[config.mk]
export PLATFORM = sky130hd
export DESIGN_NAME = flux_bit_resample_plotter_core_flat
export DESIGN_NICKNAME = d
export VERILOG_FILES = /design/src/fbrp_pkg.sv /design/src/fbrp_item_if.sv /design/src/fbrp_result_if.sv /design/src/fbrp_regs.sv /design/src/fbrp_div.sv /design/src/fbrp_dp.sv /design/src/fbrp_ctrl.sv /design/src/flux_bit_resample_plotter_core.sv /design/src/flat_wrapper.sv
export VERILOG_INCLUDE_DIRS = /design/src /design/src/src
export SDC_FILE = /design/constraint.sdc
export NUM_CORES = 2
export LEC_CHECK = 0
export ABC_AREA = 1
export BUFFER_PORTS_ARGS = -buffer_cell sky130_fd_sc_hd__buf_2
export CORE_ASPECT_RATIO = 0.8
export CORE_MARGIN = 2
export CORE_UTILIZATION = 29
export CTS_CLUSTER_DIAMETER = 150
export CTS_CLUSTER_SIZE = 14
export DETAILED_ROUTE_END_ITERATION = 12
export GPL_ROUTABILITY_DRIVEN = 0
export HOLD_SLACK_MARGIN = 0.05
export SKIP_CTS_REPAIR_TIMING = 1
export SLEW_MARGIN = 10
export SYNTH_ARGS = -nofsm -noshare
export SYNTH_HDL_FRONTEND = slang
export SYNTH_SLANG_ARGS = --single-unit
[constraint.sdc]
create_clock -name clk -period 8.06 [get_ports clk]
set_clock_uncertainty 0.15 [all_clocks]
set_input_delay 1.612 -clock clk [delete_from_list [all_inputs] [get_ports clk]]
set_output_delay 1.612 -clock clk [all_outputs]
set_load 0.02 [all_outputs]
[src/flux_bit_resample_plotter_core_defines.svh]
// assertion macros shared by the flux bit resample plotter rtl
// expects signals named clk and rst in the scope of each use
`ifndef FLUX_BIT_RESAMPLE_PLOTTER_CORE_DEFINES_SVH
`define FLUX_BIT_RESAMPLE_PLOTTER_CORE_DEFINES_SVH

// same-cycle implication
`define FBRP_ASSERT_SAME(label, ante, cons) \
  label: assert property (@(posedge clk) disable iff (rst) (ante) |-> (cons)) \
    else $error("fbrp assertion failed");

// next-cycle implication
`define FBRP_ASSERT_NEXT(label, ante, cons) \
  label: assert property (@(posedge clk) disable iff (rst) (ante) |=> (cons)) \
    else $error("fbrp assertion failed");

`endif

[src/fbrp_pkg.sv]
// shared types and constants of the flux bit resample plotter
// no dependencies
package fbrp_pkg;

  localparam int IDX_W       = 24;
  localparam int NUM_REGS    = 5;
  localparam int REG_IDX_W   = 3;
  localparam int TRACK_RESET = 65536;

  typedef enum logic [REG_IDX_W-1:0] {
    REG_START  = 3'd0,
    REG_END    = 3'd1,
    REG_TRACK  = 3'd2,
    REG_SOURCE = 3'd3,
    REG_CLAMP  = 3'd4
  } reg_idx_t;

  localparam logic FUNC_BEGIN = 1'b0;

  typedef enum logic [1:0] {
    KIND_CLEAR = 2'd0,
    KIND_SET   = 2'd1,
    KIND_NONE  = 2'd2
  } kind_t;

  typedef enum logic [1:0] {
    DIV_HALF = 2'd0,
    DIV_END  = 2'd1,
    DIV_PROD = 2'd2,
    DIV_CELL = 2'd3
  } div_sel_t;

  typedef enum logic [2:0] {
    RES_NONE        = 3'd0,
    RES_CLAMP_RANGE = 3'd1,
    RES_FULL_RANGE  = 3'd2,
    RES_WRAP_LOW    = 3'd3,
    RES_WRAP_HIGH   = 3'd4,
    RES_CELL_CLAMP  = 3'd5,
    RES_CELL_WRAP   = 3'd6
  } res_sel_t;

  typedef struct packed {
    logic     load_item;
    logic     div_start;
    div_sel_t div_sel;
    logic     load_half;
    logic     load_mul;
    logic     load_cell;
    logic     res_load;
    res_sel_t res_sel;
    logic     res_last;
    logic     set_stop;
    logic     clr_stop;
  } ctrl_cmd_t;

  typedef struct packed {
    logic func;
    logic skip;
    logic clamp_path;
    logic wide;
    logic cell_over;
    logic cell_under;
    logic div_busy;
    logic out_free;
  } dp_stat_t;

endpackage

[src/fbrp_item_if.sv]
// input item channel of the flux bit resample plotter
// depends on fbrp_pkg
interface fbrp_item_if;
  import fbrp_pkg::*;

  logic             valid;
  logic             ready;
  logic             func;
  logic [IDX_W-1:0] source_index;
  logic             source_value;

  modport source (output valid, func, source_index, source_value, input ready);
  modport sink (input valid, func, source_index, source_value, output ready);
endinterface

[src/fbrp_result_if.sv]
// result channel of the flux bit resample plotter
// depends on fbrp_pkg
interface fbrp_result_if #(
  parameter int CELL_BITS = 24
);
  import fbrp_pkg::*;

  logic                 valid;
  logic                 ready;
  kind_t                kind;
  logic [CELL_BITS-1:0] range_first;
  logic [CELL_BITS-1:0] range_end;
  logic [CELL_BITS-1:0] cell_res;
  logic                 halted;
  logic                 last;

  modport source (output valid, kind, range_first, range_end, cell_res, halted, last,
                  input ready);
  modport sink (input valid, kind, range_first, range_end, cell_res, halted, last,
                output ready);
endinterface

[src/fbrp_regs.sv]
// apb configuration registers of the flux bit resample plotter
// depends on fbrp_pkg
module fbrp_regs #(
  parameter int CELL_BITS = 24,
  localparam int END_W = CELL_BITS + 1,
  localparam int DATA_W = (END_W > 32) ? 64 : 32,
  localparam int STRIDE = (END_W > 32) ? 8 : 4,
  localparam int ADDR_W = $clog2(fbrp_pkg::NUM_REGS * STRIDE)
)(
  input  logic                 clk,
  input  logic                 rst,
  input  logic                 psel,
  input  logic                 penable,
  input  logic                 pwrite,
  input  logic [ADDR_W-1:0]    paddr,
  input  logic [DATA_W-1:0]    pwdata,
  output logic [DATA_W-1:0]    prdata,
  output logic                 pready,
  output logic                 cfg_wr,
  output logic [CELL_BITS-1:0] start_cell,
  output logic [END_W-1:0]     end_cell,
  output logic [CELL_BITS-1:0] track_cells,
  output logic [CELL_BITS-1:0] source_cells,
  output logic                 clamp_mode
);
  import fbrp_pkg::*;

  localparam int SHIFT = $clog2(STRIDE);

  reg_idx_t reg_idx;

  assign pready  = 1'b1;
  assign cfg_wr  = psel & penable & pwrite;
  assign reg_idx = reg_idx_t'(paddr[ADDR_W-1:SHIFT]);

  always_ff @(posedge clk) begin
    if (rst) begin
      start_cell   <= '0;
      end_cell     <= '0;
      track_cells  <= CELL_BITS'(TRACK_RESET);
      source_cells <= CELL_BITS'(1);
      clamp_mode   <= 1'b1;
    end else if (cfg_wr) begin
      case (reg_idx)
        REG_START:  start_cell   <= pwdata[CELL_BITS-1:0];
        REG_END:    end_cell     <= pwdata[END_W-1:0];
        REG_TRACK:  track_cells  <= pwdata[CELL_BITS-1:0];
        REG_SOURCE: source_cells <= pwdata[CELL_BITS-1:0];
        REG_CLAMP:  clamp_mode   <= pwdata[0];
        default: ;
      endcase
    end
  end

  always_comb begin
    case (reg_idx)
      REG_START:  prdata = DATA_W'(start_cell);
      REG_END:    prdata = DATA_W'(end_cell);
      REG_TRACK:  prdata = DATA_W'(track_cells);
      REG_SOURCE: prdata = DATA_W'(source_cells);
      REG_CLAMP:  prdata = DATA_W'(clamp_mode);
      default:    prdata = '0;
    endcase
  end
endmodule

[src/fbrp_div.sv]
// radix-2 restoring divider, one quotient bit per cycle
// no dependencies
module fbrp_div #(
  parameter int NUM_W = 50,
  parameter int DEN_W = 25
)(
  input  logic             clk,
  input  logic             rst,
  input  logic             start,
  input  logic [NUM_W-1:0] num,
  input  logic [DEN_W-1:0] den,
  output logic             busy,
  output logic [NUM_W-1:0] quo,
  output logic [DEN_W-1:0] rem
);
  localparam int CNT_W = $clog2(NUM_W + 1);

  logic [CNT_W-1:0] cnt;
  logic [NUM_W-1:0] acc;
  logic [DEN_W-1:0] rem_r;
  logic [DEN_W-1:0] den_r;
  logic [DEN_W:0]   trial;
  logic [DEN_W+1:0] diff;
  logic             ge;

  // shift in the next numerator bit and try a subtract
  assign trial = {rem_r, acc[NUM_W-1]};
  assign diff  = {1'b0, trial} - {2'b00, den_r};
  assign ge    = ~diff[DEN_W+1];

  always_ff @(posedge clk) begin
    if (rst) begin
      busy <= 1'b0;
      cnt  <= '0;
    end else if (start) begin
      busy <= 1'b1;
      cnt  <= CNT_W'(NUM_W);
    end else if (busy) begin
      cnt <= cnt - CNT_W'(1);
      if (cnt == CNT_W'(1)) begin
        busy <= 1'b0;
      end
    end
  end

  always_ff @(posedge clk) begin
    if (start) begin
      acc   <= num;
      rem_r <= '0;
      den_r <= den;
    end else if (busy) begin
      acc   <= {acc[NUM_W-2:0], ge};
      rem_r <= ge ? diff[DEN_W-1:0] : trial[DEN_W-1:0];
    end
  end

  assign quo = acc;
  assign rem = rem_r;
endmodule

[src/fbrp_dp.sv]
// datapath: derived span values, product, cell sum, shared divider, result register
// depends on fbrp_pkg and fbrp_div
module fbrp_dp #(
  parameter int CELL_BITS = 24,
  localparam int END_W = CELL_BITS + 1
)(
  input  logic                      clk,
  input  logic                      rst,
  input  logic [CELL_BITS-1:0]      start_cell,
  input  logic [END_W-1:0]          end_cell,
  input  logic [CELL_BITS-1:0]      track_cells,
  input  logic [CELL_BITS-1:0]      source_cells,
  input  logic                      clamp_mode,
  input  logic                      item_func,
  input  logic [fbrp_pkg::IDX_W-1:0] item_index,
  input  logic                      item_value,
  input  fbrp_pkg::ctrl_cmd_t       cmd,
  output fbrp_pkg::dp_stat_t        stat,
  input  logic                      out_ready,
  output logic                      out_valid,
  output fbrp_pkg::kind_t           out_kind,
  output logic [CELL_BITS-1:0]      out_first,
  output logic [CELL_BITS-1:0]      out_end,
  output logic [CELL_BITS-1:0]      out_cell,
  output logic                      out_halted,
  output logic                      out_last
);
  import fbrp_pkg::*;

  localparam int PROD_W = IDX_W + END_W;
  localparam int SUM_W  = PROD_W + 1;
  localparam int DEN_W  = END_W;

  // derived from configuration, registered in the cycle after it changes
  logic [CELL_BITS-1:0] track_c, track_eff;
  logic [CELL_BITS-1:0] src_c, src_eff;
  logic [END_W-1:0]     width_c, width_r;
  logic [END_W-1:0]     wrap_floor;
  logic [CELL_BITS-1:0] clamp_sel;
  logic                 clamp_path;

  logic [END_W-1:0]     half;
  logic                 func_r;
  logic [IDX_W-1:0]     idx_r;
  logic                 val_r;
  logic [PROD_W-1:0]    prod;
  logic [SUM_W-1:0]     cell_sum;
  logic                 stop;

  logic [SUM_W-1:0]     div_num;
  logic [DEN_W-1:0]     div_den;
  logic                 div_busy;
  logic [SUM_W-1:0]     div_quo;
  logic [DEN_W-1:0]     div_rem;

  logic                 rng;
  logic [CELL_BITS-1:0] rf, re;
  kind_t                kind_n;
  logic [CELL_BITS-1:0] first_n, end_n, cell_n;
  logic                 out_free;

  assign track_c = (track_cells == '0) ? CELL_BITS'(1) : track_cells;
  assign src_c   = (source_cells == '0) ? CELL_BITS'(1) : source_cells;
  assign width_c = (end_cell > {1'b0, start_cell}) ? end_cell - {1'b0, start_cell} : '0;

  always_ff @(posedge clk) begin
    track_eff  <= track_c;
    src_eff    <= src_c;
    width_r    <= width_c;
    wrap_floor <= end_cell - {1'b0, track_c};
    clamp_sel  <= (end_cell < {1'b0, track_c}) ? end_cell[CELL_BITS-1:0] : track_c;
    clamp_path <= clamp_mode | (end_cell <= {1'b0, track_c});
  end

  always_comb begin
    case (cmd.div_sel)
      DIV_HALF: begin
        div_num = SUM_W'(width_r);
        div_den = {src_eff, 1'b0};
      end
      DIV_END: begin
        div_num = SUM_W'(end_cell);
        div_den = {1'b0, track_eff};
      end
      DIV_PROD: begin
        div_num = SUM_W'(prod);
        div_den = {1'b0, src_eff};
      end
      default: begin
        div_num = cell_sum;
        div_den = {1'b0, track_eff};
      end
    endcase
  end

  fbrp_div #(
    .NUM_W (SUM_W),
    .DEN_W (DEN_W)
  ) u_div (
    .clk   (clk),
    .rst   (rst),
    .start (cmd.div_start),
    .num   (div_num),
    .den   (div_den),
    .busy  (div_busy),
    .quo   (div_quo),
    .rem   (div_rem)
  );

  always_ff @(posedge clk) begin
    if (cmd.load_item) begin
      func_r <= item_func;
      idx_r  <= item_index;
      val_r  <= item_value;
    end
    if (cmd.load_half) begin
      half <= div_quo[END_W-1:0];
    end
    if (cmd.load_mul) begin
      prod <= PROD_W'(idx_r) * PROD_W'(width_r);
    end
    if (cmd.load_cell) begin
      cell_sum <= SUM_W'(start_cell) + SUM_W'(half) + div_quo;
    end
  end

  always_ff @(posedge clk) begin
    if (rst) begin
      stop <= 1'b0;
    end else if (cmd.clr_stop) begin
      stop <= 1'b0;
    end else if (cmd.set_stop) begin
      stop <= 1'b1;
    end
  end

  // result selection; an empty range reads as nothing to write
  always_comb begin
    rng     = 1'b0;
    rf      = '0;
    re      = '0;
    kind_n  = KIND_NONE;
    first_n = '0;
    end_n   = '0;
    cell_n  = '0;
    case (cmd.res_sel)
      RES_CLAMP_RANGE: begin
        rng = 1'b1;
        rf  = start_cell;
        re  = clamp_sel;
      end
      RES_FULL_RANGE: begin
        rng = 1'b1;
        re  = track_eff;
      end
      RES_WRAP_LOW: begin
        rng = 1'b1;
        re  = div_rem[CELL_BITS-1:0];
      end
      RES_WRAP_HIGH: begin
        rng = 1'b1;
        rf  = start_cell;
        re  = track_eff;
      end
      RES_CELL_CLAMP: begin
        kind_n = KIND_SET;
        cell_n = cell_sum[CELL_BITS-1:0];
      end
      RES_CELL_WRAP: begin
        kind_n = KIND_SET;
        cell_n = div_rem[CELL_BITS-1:0];
      end
      default: ;
    endcase
    if (rng && (rf < re)) begin
      kind_n  = KIND_CLEAR;
      first_n = rf;
      end_n   = re;
    end
  end

  assign out_free = ~out_valid | out_ready;

  always_ff @(posedge clk) begin
    if (rst) begin
      out_valid <= 1'b0;
    end else if (cmd.res_load) begin
      out_valid <= 1'b1;
    end else if (out_ready) begin
      out_valid <= 1'b0;
    end
  end

  always_ff @(posedge clk) begin
    if (cmd.res_load) begin
      out_kind   <= kind_n;
      out_first  <= first_n;
      out_end    <= end_n;
      out_cell   <= cell_n;
      out_halted <= (stop | cmd.set_stop) & ~cmd.clr_stop;
      out_last   <= cmd.res_last;
    end
  end

  assign stat.func       = func_r;
  assign stat.skip       = stop | ~val_r;
  assign stat.clamp_path = clamp_path;
  assign stat.wide       = width_r >= {1'b0, track_eff};
  assign stat.cell_over  = cell_sum >= SUM_W'(track_eff);
  assign stat.cell_under = cell_sum < SUM_W'(wrap_floor);
  assign stat.div_busy   = div_busy;
  assign stat.out_free   = out_free;
endmodule

[src/fbrp_ctrl.sv]
// controller state machine of the flux bit resample plotter
// depends on fbrp_pkg
module fbrp_ctrl (
  input  logic                clk,
  input  logic                rst,
  input  logic                cfg_wr,
  input  logic                item_valid,
  output logic                item_ready,
  input  fbrp_pkg::dp_stat_t  stat,
  output fbrp_pkg::ctrl_cmd_t cmd
);
  import fbrp_pkg::*;

  typedef enum logic [9:0] {
    S_IDLE      = 10'b00_0000_0001,
    S_PREP      = 10'b00_0000_0010,
    S_HALF      = 10'b00_0000_0100,
    S_DISPATCH  = 10'b00_0000_1000,
    S_END_WAIT  = 10'b00_0001_0000,
    S_WRAP_HIGH = 10'b00_0010_0000,
    S_MUL       = 10'b00_0100_0000,
    S_PROD_WAIT = 10'b00_1000_0000,
    S_CELL      = 10'b01_0000_0000,
    S_MOD_WAIT  = 10'b10_0000_0000
  } state_t;

  state_t state, state_next;
  logic   stale;

  // half-cell offset must be recomputed after any register write; a write
  // landing after the pass has latched its operands keeps the flag up
  always_ff @(posedge clk) begin
    if (rst) begin
      state <= S_IDLE;
      stale <= 1'b1;
    end else begin
      state <= state_next;
      stale <= cfg_wr | (stale & (state != S_PREP));
    end
  end

  always_comb begin
    cmd        = '0;
    state_next = state;
    item_ready = 1'b0;
    case (state)
      S_IDLE: begin
        if (stale) begin
          if (!cfg_wr) begin
            state_next = S_PREP;
          end
        end else begin
          item_ready = ~cfg_wr;
          if (item_valid && !cfg_wr) begin
            cmd.load_item = 1'b1;
            state_next    = S_DISPATCH;
          end
        end
      end
      S_PREP: begin
        cmd.div_start = 1'b1;
        cmd.div_sel   = DIV_HALF;
        state_next    = S_HALF;
      end
      S_HALF: begin
        if (!stat.div_busy) begin
          cmd.load_half = 1'b1;
          state_next    = S_IDLE;
        end
      end
      S_DISPATCH: begin
        if (stat.func == FUNC_BEGIN) begin
          if (stat.clamp_path || stat.wide) begin
            if (stat.out_free) begin
              cmd.res_load = 1'b1;
              cmd.res_sel  = stat.clamp_path ? RES_CLAMP_RANGE : RES_FULL_RANGE;
              cmd.res_last = 1'b1;
              cmd.clr_stop = 1'b1;
              state_next   = S_IDLE;
            end
          end else begin
            cmd.div_start = 1'b1;
            cmd.div_sel   = DIV_END;
            cmd.clr_stop  = 1'b1;
            state_next    = S_END_WAIT;
          end
        end else if (stat.skip) begin
          if (stat.out_free) begin
            cmd.res_load = 1'b1;
            cmd.res_sel  = RES_NONE;
            cmd.res_last = 1'b1;
            state_next   = S_IDLE;
          end
        end else begin
          cmd.load_mul = 1'b1;
          state_next   = S_MUL;
        end
      end
      S_END_WAIT: begin
        if (!stat.div_busy && stat.out_free) begin
          cmd.res_load = 1'b1;
          cmd.res_sel  = RES_WRAP_LOW;
          state_next   = S_WRAP_HIGH;
        end
      end
      S_WRAP_HIGH: begin
        if (stat.out_free) begin
          cmd.res_load = 1'b1;
          cmd.res_sel  = RES_WRAP_HIGH;
          cmd.res_last = 1'b1;
          state_next   = S_IDLE;
        end
      end
      S_MUL: begin
        cmd.div_start = 1'b1;
        cmd.div_sel   = DIV_PROD;
        state_next    = S_PROD_WAIT;
      end
      S_PROD_WAIT: begin
        if (!stat.div_busy) begin
          cmd.load_cell = 1'b1;
          state_next    = S_CELL;
        end
      end
      S_CELL: begin
        if (stat.clamp_path) begin
          if (stat.out_free) begin
            cmd.res_load = 1'b1;
            cmd.res_last = 1'b1;
            cmd.set_stop = stat.cell_over;
            cmd.res_sel  = stat.cell_over ? RES_NONE : RES_CELL_CLAMP;
            state_next   = S_IDLE;
          end
        end else if (stat.cell_under) begin
          if (stat.out_free) begin
            cmd.res_load = 1'b1;
            cmd.res_last = 1'b1;
            cmd.set_stop = 1'b1;
            cmd.res_sel  = RES_NONE;
            state_next   = S_IDLE;
          end
        end else begin
          cmd.div_start = 1'b1;
          cmd.div_sel   = DIV_CELL;
          state_next    = S_MOD_WAIT;
        end
      end
      S_MOD_WAIT: begin
        if (!stat.div_busy && stat.out_free) begin
          cmd.res_load = 1'b1;
          cmd.res_sel  = RES_CELL_WRAP;
          cmd.res_last = 1'b1;
          state_next   = S_IDLE;
        end
      end
      default: begin
        state_next = S_IDLE;
      end
    endcase
  end
endmodule

[src/flux_bit_resample_plotter_core.sv]
// top level of the flux bit resample plotter: apb registers, controller, datapath
// depends on fbrp_pkg, fbrp_item_if, fbrp_result_if, fbrp_regs, fbrp_ctrl, fbrp_dp
// and the assertion macros in flux_bit_resample_plotter_core_defines.svh
`include "flux_bit_resample_plotter_core_defines.svh"

// Maps the set bits of a source flux segment onto a circular track of track_cells
// cells. A begin item (func 0) rearms the run and returns one or two results, each a
// clear range or nothing to write; a bit item returns exactly one result, a set cell
// at start + width/(2*source) + index*width/source or nothing to write. All divisions
// go through one shared radix-2 divider that retires one quotient bit per cycle over
// a dividend of IDX_W+CELL_BITS+2 (50) bits, and that divider sets the rate. Items
// are handled one at a time: a cleared bit, a stopped run or a clamp/full-width
// begin goes straight to its result; a set bit takes one divider pass on the clamp
// path and two with wrap-around (the cell modulo the track is the second pass); a
// wrapping begin takes one pass. After reset and after each register write the
// block recomputes the half-cell offset in a divider pass before it takes the next
// item; a write that lands during that pass runs it once more. A result waits while
// the output register still holds one not yet taken. A finished result sits in an
// output register, so the next item is accepted while it waits.
module flux_bit_resample_plotter_core #(
  parameter int CELL_BITS = 24,
  localparam int END_W = CELL_BITS + 1,
  localparam int DATA_W = (END_W > 32) ? 64 : 32,
  localparam int STRIDE = (END_W > 32) ? 8 : 4,
  localparam int ADDR_W = $clog2(fbrp_pkg::NUM_REGS * STRIDE)
)(
  input  logic               clk,
  input  logic               rst,
  fbrp_item_if.sink          item,
  fbrp_result_if.source      result,
  input  logic               psel,
  input  logic               penable,
  input  logic               pwrite,
  input  logic [ADDR_W-1:0]  paddr,
  input  logic [DATA_W-1:0]  pwdata,
  output logic [DATA_W-1:0]  prdata,
  output logic               pready
);
  import fbrp_pkg::*;

  // configuration values
  logic                 cfg_wr;
  logic [CELL_BITS-1:0] start_cell;
  logic [END_W-1:0]     end_cell;
  logic [CELL_BITS-1:0] track_cells;
  logic [CELL_BITS-1:0] source_cells;
  logic                 clamp_mode;

  // controller to datapath
  ctrl_cmd_t cmd;
  dp_stat_t  stat;
  logic      item_ready;

  // result register outputs
  logic                 out_valid;
  kind_t                out_kind;
  logic [CELL_BITS-1:0] out_first;
  logic [CELL_BITS-1:0] out_end;
  logic [CELL_BITS-1:0] out_cell;
  logic                 out_halted;
  logic                 out_last;

  fbrp_regs #(
    .CELL_BITS (CELL_BITS)
  ) u_regs (
    .clk          (clk),
    .rst          (rst),
    .psel         (psel),
    .penable      (penable),
    .pwrite       (pwrite),
    .paddr        (paddr),
    .pwdata       (pwdata),
    .prdata       (prdata),
    .pready       (pready),
    .cfg_wr       (cfg_wr),
    .start_cell   (start_cell),
    .end_cell     (end_cell),
    .track_cells  (track_cells),
    .source_cells (source_cells),
    .clamp_mode   (clamp_mode)
  );

  // sequencing: accept, dispatch, divider passes, result beats
  fbrp_ctrl u_ctrl (
    .clk        (clk),
    .rst        (rst),
    .cfg_wr     (cfg_wr),
    .item_valid (item.valid),
    .item_ready (item_ready),
    .stat       (stat),
    .cmd        (cmd)
  );

  // span arithmetic, shared divider and the output register
  fbrp_dp #(
    .CELL_BITS (CELL_BITS)
  ) u_dp (
    .clk          (clk),
    .rst          (rst),
    .start_cell   (start_cell),
    .end_cell     (end_cell),
    .track_cells  (track_cells),
    .source_cells (source_cells),
    .clamp_mode   (clamp_mode),
    .item_func    (item.func),
    .item_index   (item.source_index),
    .item_value   (item.source_value),
    .cmd          (cmd),
    .stat         (stat),
    .out_ready    (result.ready),
    .out_valid    (out_valid),
    .out_kind     (out_kind),
    .out_first    (out_first),
    .out_end      (out_end),
    .out_cell     (out_cell),
    .out_halted   (out_halted),
    .out_last     (out_last)
  );

  assign item.ready         = item_ready;
  assign result.valid       = out_valid;
  assign result.kind        = out_kind;
  assign result.range_first = out_first;
  assign result.range_end   = out_end;
  assign result.cell_res    = out_cell;
  assign result.halted      = out_halted;
  assign result.last        = out_last;

  // a set cell is never reported once the run has stopped
  `FBRP_ASSERT_SAME(a_set_not_halted, result.valid && (result.kind == KIND_SET), !result.halted)

  // a clear range is never empty
  `FBRP_ASSERT_SAME(a_range_ordered, result.valid && (result.kind == KIND_CLEAR),
                    result.range_first < result.range_end)

  // a new item never starts while the previous one still owes a beat
  `FBRP_ASSERT_SAME(a_accept_after_last, item.valid && item.ready,
                    !(result.valid && !result.last))

  // one item at a time
  `FBRP_ASSERT_NEXT(a_single_item, item.valid && item.ready, !item.ready)

endmodule
[src/flat_wrapper.sv]
// flat-port wrapper written by rule: the top's interface ports become plain ports
module flux_bit_resample_plotter_core_flat import fbrp_pkg::*;
#(
  parameter int CELL_BITS = 24,
  localparam int END_W = CELL_BITS + 1,
  localparam int DATA_W = (END_W > 32) ? 64 : 32,
  localparam int STRIDE = (END_W > 32) ? 8 : 4,
  localparam int ADDR_W = $clog2(fbrp_pkg::NUM_REGS * STRIDE)
)
  (clk, rst, psel, penable, pwrite, paddr, pwdata, prdata, pready, item_valid, item_func, item_source_index, item_source_value, item_ready, result_valid, result_kind, result_range_first, result_range_end, result_cell_res, result_halted, result_last, result_ready);
  fbrp_item_if item_i ();
  fbrp_result_if #(.CELL_BITS(CELL_BITS)) result_i ();
  input  logic clk;
  input  logic rst;
  input  logic psel;
  input  logic penable;
  input  logic pwrite;
  input  logic [ADDR_W-1:0] paddr;
  input  logic [DATA_W-1:0] pwdata;
  output logic [DATA_W-1:0] prdata;
  output logic pready;
  input wire logic [$bits(item_i.valid)-1:0] item_valid;
  input wire logic [$bits(item_i.func)-1:0] item_func;
  input wire logic [$bits(item_i.source_index)-1:0] item_source_index;
  input wire logic [$bits(item_i.source_value)-1:0] item_source_value;
  output wire logic [$bits(item_i.ready)-1:0] item_ready;
  output wire logic [$bits(result_i.valid)-1:0] result_valid;
  output wire logic [$bits(result_i.kind)-1:0] result_kind;
  output wire logic [$bits(result_i.range_first)-1:0] result_range_first;
  output wire logic [$bits(result_i.range_end)-1:0] result_range_end;
  output wire logic [$bits(result_i.cell_res)-1:0] result_cell_res;
  output wire logic [$bits(result_i.halted)-1:0] result_halted;
  output wire logic [$bits(result_i.last)-1:0] result_last;
  input wire logic [$bits(result_i.ready)-1:0] result_ready;
  assign item_i.valid = item_valid;
  assign item_i.func = item_func;
  assign item_i.source_index = item_source_index;
  assign item_i.source_value = item_source_value;
  assign item_ready = item_i.ready;
  assign result_valid = result_i.valid;
  assign result_kind = result_i.kind;
  assign result_range_first = result_i.range_first;
  assign result_range_end = result_i.range_end;
  assign result_cell_res = result_i.cell_res;
  assign result_halted = result_i.halted;
  assign result_last = result_i.last;
  assign result_i.ready = result_ready;
  flux_bit_resample_plotter_core #(.CELL_BITS(CELL_BITS)) u_core (.clk(clk), .rst(rst), .item(item_i), .result(result_i), .psel(psel), .penable(penable), .pwrite(pwrite), .paddr(paddr), .pwdata(pwdata), .prdata(prdata), .pready(pready));
endmodule
==> results_dict.tcl <==
set metrics [dict create \
    status "complete, no violations" \
    viasPerCell 4.896 \
    required_ns 8.27 \
    yosysTopAreaCell "fa_1" \
    grt_usage 0.1764 \
    drv_slew 0 \
    syn-instance-count 5835 \
    relSlewSlack 0.1812 \
    ys_async_sr_fraction 0 \
    cp-end-kind "flip-flop" \
    cts_buffer_depth 3 \
    start_util 0.2916 \
    post-route-period-util 0.9545 \
    yosysWarnings 0 \
    ys.flop_type "edfxtp_1" \
    ant_nets 0 \
    vias 39900 \
    drt_iter0_drc 4045 \
    drive_gt1_frac 0.06628 \
    fin_setup_tns_ns 0 \
    wl_per_cell_um 19.17 \
    crit_arrival_ns 7.91 \
    cts.sinks 567 \
    cts_tree "yes" \
    synthTopCellsByArea "fa_1 (22%), edfxtp_1 (18%), dfxtp_1 (11%)" \
    leakagePower_uw 0.02521 \
    worst_pin_slew_ns 1.221 \
    drt-pass1-iter-count 8 \
    period_minus_slack_ns 7.693 \
    crit_fanout 14 \
    syn_area_per_cell_um2 8.459 \
    final.setup.worst_slack_ns 0.3665 \
    drc_errors 0 \
    ctsRootBufferMaster "clkbuf_16" \
    core_region_area_mm2 0.1693 \
    wl_um 156200 \
    multi_input_comb_area_mm2 0.02911 \
    dp_hpwl_um 127300 \
    grt_start_max_net_pins 100 \
    cts_buffers 47 \
    grt_pass1_wl_um 237500 \
    die_w_um 465.2 \
    area_growth_pct 9.451 \
    grt_setup_unrepaired "no" \
    total_power_uw 14180 \
    final_hold_viol_count 0 \
    ys_ff_latch 567 \
    setup_viol 0 \
    chipHeight_um 373.0 \
    criticalPathCategory "flip-flop to flip-flop" \
    nets 6825 \
    holdCritPathClass "flip-flop to flip-flop" \
    max_cap_violations 0 \
    stdcell_count 8149 \
    netlist-cell-type-count 61 \
    ys_seq_area_frac 0.2910 \
    vdd_drop_max_v 0.0004489 \
    synth_top_area_frac 0.2158 \
    io_buffers 163 \
    grt_overflow 0 \
    cts_max_level 2 \
    dieArea_mm2 0.1735 \
    dp.cells 8057 \
    synth-edff-count 301 \
    dp_slack_ns 0.4522 \
    grt_pass1_vias 39010 \
    pin_count 181 \
    timing.fmax_mhz 130.0 \
    fillers 17770 \
    path_clk_slew_ns 0.08 \
    antenna_found_initial 20 \
    rows 135 \
    critPathLaunchType "flip-flop" \
    regArea_mm2 0.01436 \
    powerDensity_mw_per_mm2 262.4 \
    synth_area_mm2 0.04936 \
    clock_latency_ns 0.66 \
]
## worst max-delay path, stage by stage (launching register included)
cell	delay, ns
dfxtp_1	0.89
buf_4	0.37
nand2_1	0.10
fa_1	0.50
inv_1	0.05
fa_1	0.41
inv_1	0.08
fa_1	0.42
fa_1	0.49
inv_1	0.06
fa_1	0.52
inv_1	0.06
fa_1	0.53
inv_1	0.06
fa_1	0.47
ha_1	0.37
a21oi_1	0.14
inv_1	0.08
a31oi_1	0.19
o211ai_1	0.12
a21oi_1	0.24
buf_4	0.19
inv_1	0.04
a21oi_1	0.30
o21bai_1	0.19
nand2_1	0.11
nand3_1	0.09
xor2_1	0.16
## final timing paths
path | start | endpoint | slack [ns] | cells past startpoint
setup / recovery | u_core.u_dp.width_r[6] | u_core.u_dp.prod[46] | 0.37 | 27
hold / removal | u_core.u_regs.track_cells[4] | u_core.u_dp.track_eff[4] | 0.22 | 0
setup reg to reg | u_core.u_dp.width_r[6] | u_core.u_dp.prod[46] | 0.37 | 27
hold reg to reg | u_core.u_regs.track_cells[4] | u_core.u_dp.track_eff[4] | 0.22 | 0
## state kept, by name, indices dropped and copies added, names as in the netlist, 24 cells and up
name / count
u_core.u_dp.cell_sum: 50
u_core.u_dp.clamp_sel: 24
u_core.u_dp.half: 25
u_core.u_dp.idx_r: 24
u_core.u_dp.out_cell: 24
u_core.u_dp.out_end: 24
u_core.u_dp.out_first: 24
u_core.u_dp.prod: 49
u_core.u_dp.src_eff: 24
u_core.u_dp.track_eff: 24
u_core.u_dp.u_div.den_r: 25
u_core.u_dp.u_div.quo: 50
u_core.u_dp.u_div.rem: 25
u_core.u_dp.width_r: 25
u_core.u_dp.wrap_floor: 25
u_core.u_regs.end_cell: 25
u_core.u_regs.source_cells: 24
u_core.u_regs.start_cell: 24
u_core.u_regs.track_cells: 24
## power breakdown
part / switching [µW] / internal, µW
sequential: 223 / 3520
clock: 1150 / 1110
combinational: 5190 / 2980
## layout by cell type, fill, tap and decap left out, drive strengths merged, types with 11 or more instances in the layout
cell type / synthesis / layout
dfxtp: 266 / 266
ha: 371 / 371
a22oi: 27 / 27
nor3: 43 / 43
clkbuf: 265 / 75
nand2: 1185 / 1185
a31oi: 24 / 24
buf: 39 / 266
edfxtp: 301 / 301
o221ai: 28 / 28
xor2: 85 / 85
nand3: 97 / 97
a21o: 12 / 12
nor4: 22 / 22
a21oi: 357 / 357
o21ai: 265 / 265
a221oi: 14 / 14
o211ai: 48 / 48
fa: 532 / 532
o22ai: 80 / 80
o21a: 22 / 22
a21boi: 11 / 11
xnor2: 62 / 62
nor2: 331 / 331
inv: 1253 / 1257
nand4: 40 / 40
## final cells by class
class                      instances  area share
antenna                            5   0.0002316
timing repair buffer             266     0.02942
multi-input combinational       3712      0.5388
sequential                       567      0.2659
tap                             2260     0.05235
clock inverter                     6    0.002154
clock buffer                      75     0.02372
inverter                        1258     0.08741
## cell families after synthesis
| logic type | share of synthesized area |
|---|---|
| buf+inv | 0.1211 |
| simple gates | 0.1447 |
| other cells | 0.0001522 |
| compound gates | 0.1071 |
| fa+ha+maj | 0.3098 |
| xor+xnor | 0.02609 |
| flops | 0.2910 |
## synth_stat cells, drive strengths merged, types with 2 or more instances
master	instances
a21o	12
buf	39
clkbuf	265
nor3b	5
nand3	97
nand2	1185
clkinv	5
a221oi	14
nand3b	5
o311ai	2
conb	2
nor4	22
o211ai	48
a21oi	357
a2111oi	2
xor2	85
o41ai	2
a31oi	24
o2111ai	2
dfxtp	266
inv	1253
nand4	40
o22ai	80
o221ai	28
o21bai	9
a211oi	6
o21a	22
or2	5
fa	532
ha	371
xnor2	62
a21boi	11
o31ai	3
nor2	331
edfxtp	301
a22oi	27
nor3	43
o21ai	265
## metrics by stage
| stage | hold slack, ns | cell area, µm² | util |
|---|---|---|---|
| final | 0.2204 | 54020 | 0.3192 |
| after global routing | 0.2180 | 54010 | 0.3191 |
| after CTS | 0.2144 | 53960 | 0.3188 |
| after detailed placement | 0.2080 | 52570 | 0.3106 |
| after global placement | 0.2030 | 52570 | 0.3106 |
| after floorplan | 0.2743 | 49380 | - |
## layer usage
| layer | part of all wire | GRT usage | vias up | wire, µm |
|---|---|---|---|---|
| met2 | 0.42 | 0.2629 | 1677 | 66310 |
| met4 | 0.026 | 0.04276 | 10 | 4057 |
| met5 | 0.00039 | 0 | - | 61 |
| met3 | 0.093 | 0.03471 | 252 | 14470 |
| li1 | - | - | 18300 | - |
| met1 | 0.46 | 0.2596 | 19660 | 71280 |
(Power assumes the default switching activity.)
